==> src/design/spa_pkg.sv <==
// shared types, codes and constants for the slot pool allocator
// no dependencies; imported by every module of the block
package spa_pkg;

    localparam int unsigned POOL_SLOTS_DEF = 1024;
    localparam int unsigned ALIGN_BYTES    = 64;
    localparam int unsigned SIZE_MAX_BYTES = 4096;
    localparam int unsigned QUEUE_DEPTH    = 2;

    localparam int unsigned CMD_W    = 2;
    localparam int unsigned IDX_W    = 16;
    localparam int unsigned STATUS_W = 2;
    localparam int unsigned GIVEN_W  = 10;
    localparam int unsigned OFFSET_W = 22;
    localparam int unsigned COUNT_W  = 11;
    localparam int unsigned TOTAL_W  = 32;
    localparam int unsigned ESIZE_W  = 13;
    localparam int unsigned CFG_IDX_W = 1;

    typedef enum logic [CMD_W-1:0] {
        CMD_ALLOC = 2'd0,
        CMD_FREE  = 2'd1,
        CMD_GET   = 2'd2,
        CMD_CHECK = 2'd3
    } t_cmd;

    typedef enum logic [STATUS_W-1:0] {
        STS_OK        = 2'd0,
        STS_EXHAUSTED = 2'd1,
        STS_RANGE     = 2'd2,
        STS_NOT_OCC   = 2'd3
    } t_status;

    typedef enum logic [CFG_IDX_W-1:0] {
        CFG_ELEM_SIZE = 1'd0,
        CFG_ALIGN     = 1'd1
    } t_cfg_idx;

    typedef enum logic [1:0] {
        BK_CLEAR,
        BK_READ,
        BK_EXEC
    } t_bstate;

    // classified command as it travels through the queue
    typedef struct packed {
        t_cmd             cmd;
        logic             in_range;
        logic [IDX_W-1:0] idx;
    } t_item;

    typedef struct packed {
        logic full;
        logic empty;
    } t_q_stat;

    typedef struct packed {
        logic clearing;
    } t_back_stat;

    typedef struct packed {
        t_status             status;
        logic [GIVEN_W-1:0]  given_index;
        logic [OFFSET_W-1:0] slot_offset;
        logic                is_occupied;
        logic [COUNT_W-1:0]  live_slots;
        logic [COUNT_W-1:0]  peak_slots;
        logic [TOTAL_W-1:0]  alloc_total;
        logic [TOTAL_W-1:0]  release_total;
    } t_result;

endpackage

==> src/design/spa_queue.sv <==
// short command queue between the front end and the execution back end
// depends on spa_pkg
module spa_queue (
    input  logic              i_clk,
    input  logic              i_rst_n,
    input  logic              i_push,
    input  spa_pkg::t_item    i_item,
    input  logic              i_pop,
    output spa_pkg::t_item    o_head,
    output spa_pkg::t_q_stat  o_stat
);
    import spa_pkg::*;

    localparam int unsigned PTR_W = (QUEUE_DEPTH > 1) ? $clog2(QUEUE_DEPTH) : 1;
    localparam int unsigned CNT_W = $clog2(QUEUE_DEPTH + 1);

    t_item              r_mem [QUEUE_DEPTH];
    logic [PTR_W-1:0]   r_wp, n_wp;
    logic [PTR_W-1:0]   r_rp, n_rp;
    logic [CNT_W-1:0]   r_cnt, n_cnt;

    always_comb begin
        n_wp  = r_wp;
        n_rp  = r_rp;
        n_cnt = r_cnt;
        if (i_push) begin
            n_wp = (r_wp == PTR_W'(QUEUE_DEPTH - 1)) ? '0 : r_wp + 1'b1;
        end
        if (i_pop) begin
            n_rp = (r_rp == PTR_W'(QUEUE_DEPTH - 1)) ? '0 : r_rp + 1'b1;
        end
        if (i_push && !i_pop) begin
            n_cnt = r_cnt + 1'b1;
        end else if (i_pop && !i_push) begin
            n_cnt = r_cnt - 1'b1;
        end
    end

    always_ff @(posedge i_clk) begin
        if (!i_rst_n) begin
            r_wp  <= '0;
            r_rp  <= '0;
            r_cnt <= '0;
        end else begin
            r_wp  <= n_wp;
            r_rp  <= n_rp;
            r_cnt <= n_cnt;
        end
    end

    always_ff @(posedge i_clk) begin
        if (i_push) begin
            r_mem[r_wp] <= i_item;
        end
    end

    assign o_head       = r_mem[r_rp];
    assign o_stat.full  = (r_cnt == CNT_W'(QUEUE_DEPTH));
    assign o_stat.empty = (r_cnt == '0);

endmodule

==> config.mk <==
export PLATFORM = sky130hd
export DESIGN_NAME = spa_queue
export DESIGN_NICKNAME = d
export VERILOG_FILES = /design/src/design/spa_pkg.sv /design/src/design/spa_queue.sv
export SDC_FILE = /design/constraint.sdc
export NUM_CORES = 1
export LEC_CHECK = 0
export BUFFER_PORTS_ARGS = -buffer_cell sky130_fd_sc_hd__buf_2
export CAP_MARGIN = 40
export CORE_ASPECT_RATIO = 1.5
export CORE_MARGIN = 3
export CORE_UTILIZATION = 45
export DETAILED_ROUTE_END_ITERATION = 8
export GPL_TIMING_DRIVEN = 0
export PLACE_DENSITY = 0.68
export SKIP_CTS_REPAIR_TIMING = 1
export SYNTH_ARGS = -nofsm -noshare
export SYNTH_HDL_FRONTEND = slang
export SYNTH_SLANG_ARGS = --single-unit
==> constraint.sdc <==
create_clock -name i_clk -period 2.3 [get_ports i_clk]
set_input_delay 0.115 -clock i_clk [delete_from_list [all_inputs] [get_ports i_clk]]
set_output_delay 0.115 -clock i_clk [all_outputs]
set_load 0.03 [all_outputs]
**Yosys cells after proc, flatten, opt, wreduce, memory -nomap -nowiden**

Memory sizes are Yosys's and may differ from the RTL's. A register that Yosys moved wholly into a read port is not among the register bits.
Index checks and enable logic that the tools add are counted.

- Shift operators: 0
- Reduce and logical (&&, ||, !) cells: 6
- Divide/modulo/power cells: 0
- Add/sub/neg operators: 4
- Equal/unequal tests: 1
- $lt $le $gt $ge: 0
- Bitwise operators: 0
- $mul: 0
- Muxes and demuxes: 8

Operator list:

| kind | count |
|---|---|
| two-way mux 1 bit | 6 |
| two-way mux 2 bit | 2 |
| adder 1 bit, second input constant | 2 |
| adder 2 x 1 -> 2 bit, second input constant | 1 |
| equality test 2 bit, second input constant | 1 |
| logical AND 1 bit | 2 |
| zero test 1 bit | 2 |
| zero test 2 bit | 1 |
| nonzero test 2 bit | 1 |
| subtractor 2 x 1 -> 2 bit, second input constant | 1 |

- Output and inout bits: 21
- Bits in registers: 4
- Memory bits (writable): 38
- Bits in latches: 0
- Memories kept: 1
- Logic and storage cells: 23
- Bits in read-only memories: 0

Memories:

| memory | depth | bits a word | read ports | clocked after Yosys merged registers in | write ports | line | RTL |
|---|---|---|---|---|---|---|---|
| r_mem | 2 | 19 | 1 | 1 | 1 | spa_queue.sv:17 | `t_item r_mem [QUEUE_DEPTH];` |

**Depth between registers and ports, before layout**

- Depth after elaboration: 4
- Depth in mapped cells: 5

**Worst setup path before layout**

OpenSTA, ideal clock, no wires.

- Path type: register to register
- From: register r_wp
- To: memory r_mem[0][0] (netlist bit) (enable)
- Buffers on the path: 0
- Data arrival time: 1.209 ns
- Data required time: 1.902 ns
- Setup slack: 0.693 ns
- Cell stages (with the launch flop): 2
- Path through: dfxtp_1 -> nor2b_1

RTL lines:

| element | line | RTL |
|---|---|---|
| start: declaration | spa_queue.sv:18 | `logic [PTR_W-1:0] r_wp, n_wp;` |
| start signal: assignment | spa_queue.sv:45 | `r_wp <= n_wp;` |
| end: declaration | spa_queue.sv:17 |  |

No word-level cell before the write port.

==> results by group <==
Status
  • Run status: finished, final reports clean

GRT
  • First-pass GRT wire length: 4110 um
  • Grt total ovfl: 0
  • Initial antenna violation count: 0
  • Gr usage total: 14.0%
  • Vias in the first global route: 927
  • Largest net degree at the start of global routing: 15

Yosys
  • Flops & latches, synth: 43
  • Largest cells by area after synthesis: edfxtp_1 (72%), mux2_2 (13%), dfxtp_1 (6.3%), and2_1 (1.6%), xor2_1 (1.1%)
  • Cells after Synth: 81
  • Synth top cells by count: edfxtp_1 (38), mux2_2 (19), dfxtp_1 (5)
  • FFs w/ async S/R, synth: 0%
  • Distinct cells, synth: 17
  • Main synth FF type: edfxtp_1
  • YS warnings: 0
  • Sequential share of the synthesized area: 78.0%
  • Most common cell in the netlist: edfxtp_1
  • Syn Area/Cell: 19.6 sq um
  • Synthesized Nets: 105
  • Syn Std Cell Area: 1590 sq um
  • Share of the synthesized area in the top cell type: 71.8%
  • Top cell type by total area after synthesis: edfxtp_1
  • Number of synthesized flops with an enable pin: 38

Final layout
  • Fin nets: 165
  • N_diodes: 0
  • Share of cells above drive strength 1: 52.1%
  • Post-synthesis to final-layout area growth: 28.9%
  • Non-Filler Instances: 182
  • Fin util: 62.4%

Worst setup path
  • Worst r2r dst: r_mem[0][5]
  • Worst Reg-to-Reg Cells: 2
  • R2r startpoint: r_wp
  • Max Fanout on Critical Path: 10
  • CP required: 2.18 ns
  • Crit end category: output port
  • R2R Setup Slk: 1.09 ns
  • Crit path launch type: flop
  • Arr. time, crit path: 1.54 ns
  • WS Path Type: flop to output port

Routing
  • Total Wirelength: 2610 um
  • DRC viols: 0
  • DRT iter0 DRCs: 15
  • Vias per cell: 4.86
  • Routed wire per std cell: 14.3 um
  • Routed via count: 884
  • Routed Antenna Nets: 0
  • Drt pass-1 iters: 3

Worst hold path
  • Hold path depth: 1
  • Hold crit path type: primary input to flop
  • Worst hold start: i_item[18]
  • Hold Path Sink: r_mem[0][18]

Timing
  • Final min period: 1.66 ns
  • Final TNS setup: 0 ns
  • RSZ-0062 raised after global routing: false
  • Ratio of final minimum period to clock period: 72.0%
  • Fmax: 0.604 GHz
  • Final WS setup: 0.643 ns
  • Final hold vios: 0
  • Worst Tran Pin Value: 0.431 ns
  • Final setup viols: 0
  • Slew Viols, Final: 0
  • Worst clock skew: 0.00127 ns
  • Relative slew margins: 71.2%

Job
  • Max_cap viols: 0

Die
  • Initial core utilization: 48.4%
  • FP Rows: 25
  • Chip Height: 78.8 um
  • Die area: 4300 sq um
  • Die Wd: 54.5 um
  • Core Area: 3280 sq um
  • Io pins: 44

Clock network
  • CTS root buf: clkbuf_8
  • Clock Sinks: 43
  • Htree depth: 2
  • Worst skew pair latency: 0.28 ns
  • Num CTS Buffers: 5
  • Maximum clock insertion buffer count: 2
  • CTS clk-pin slew, worst paths: 0.07 ns
  • CTS tree: yes

Place
  • Port Buf Inserts: 43
  • Placed cells: 166
  • Gpl congestion: 0.609
  • Post-DP HPWL: 1880 um
  • Worst slack at placement: 0.936 ns

Power and ir drop
  • Max VDD drop: 0.645 mV
  • Cell Pwr Density: 789 nW/um^2
  • Leak pwr: 0.000799 uW
==> cells by family after synthesis <==
family / Yosys count / share of synthesized area (%)
flip-flops: 43 / 78.0
multiplexers: 19 / 13.5
AND/OR/NAND/NOR: 9 / 3.54
AO/OA/AOI/OAI: 3 / 1.26
XOR/XNOR: 3 / 1.65
buffers and inverters: 3 / 1.26
adder cells (fa/ha/maj): 1 / 0.787
==> metrics by stage <==
step           power, uW  area [sq um]  hold WS [ns]
3_5_place_dp        1190          1890         0.307
4_1_cts             1640          1970     -0.000354
6_report            1620          2050        0.0152
2_1_floorplan       1110          1590         0.214
5_1_grt             1700          2050      0.000566
3_3_place_gp        1180          1860         0.303
==> final cells by class <==
class / count / area (sq um)
Buffer: 2 / 16.3
Clock buffer: 7 / 76.3
Clock inverter: 1 / 5.00
Fill cell: 263 / 1230
Inverter: 1 / 3.75
Multi-Input combinational cell: 35 / 332
Sequential cell: 43 / 1240
Tap cell: 40 / 50.0
Timing Repair Buffer: 53 / 325
==> sequential cells by signal, summed over array words and instances (netlist names), named ones only <==
name	flops
r_wp	1
r_cnt	2
r_rp	1
r_mem	38
==> worst max path at each step <==
stage               depth (start not counted)            to  from
floorplan                                   1   r_mem[0][0]  r_wp
global placement                            1  r_mem[0][11]  r_wp
detailed placement                          4    o_head[17]  flop
CTS                                         4     o_head[6]  flop
global route                                4     o_head[6]  flop
finish                                      4     o_head[6]  flop
==> power breakdown <==
group / internal [uW] / total (uW) / leakage [uW] / switching, uW
clock: 213 / 436 / 0.0000422 / 224
sequential: 898 / 912 / 0.000398 / 14.7
combinational: 111 / 269 / 0.000358 / 158
total: 1220 / 1620 / 0.000799 / 396
==> worst max-delay path, stage by stage, from the launching register on <==
cell     delay (ns)
dfxtp_1        0.30
buf_2          0.24
buf_6          0.19
mux2_2         0.34
buf_2          0.18
==> cell usage in the layout, fill, tap and decap left out <==
| cell | synthesis | final |
|---|---|---|
| xor2_1 | 2 | 2 |
| buf_6 | 1 | 1 |
| clkbuf_1 | 0 | 2 |
| or3_1 | 1 | 1 |
| nor2b_1 | 2 | 1 |
| o21a_1 | 1 | 1 |
| inv_1 | 1 | 1 |
| ha_1 | 1 | 1 |
| nor2b_2 | 0 | 1 |
| a21boi_1 | 1 | 1 |
| and2b_2 | 1 | 1 |
| clkbuf_8 | 0 | 5 |
| buf_8 | 0 | 2 |
| clkinv_2 | 0 | 1 |
| dfxtp_1 | 5 | 5 |
| edfxtp_1 | 38 | 38 |
| mux2_2 | 19 | 19 |
| and2_1 | 4 | 4 |
| o21ai_0 | 1 | 1 |
| xnor2_1 | 1 | 1 |
| nor2_1 | 1 | 1 |
| buf_2 | 1 | 44 |
| dlygate4sd3_1 | 0 | 8 |
==> routing by layer <==
metal | up-vias | GRT usage, % | part of all wire (%) | routed length (um)
li1 | 425 | - | - | -
met1 | 421 | 12.3 | 35 | 914
met2 | 33 | 24.1 | 55 | 1430
met3 | 5 | 5.82 | 7.5 | 196
met4 | 0 | 9.73 | 2.6 | 68
met5 | - | 0 | 0 | 0
Power figures use the tool's default switching activity.
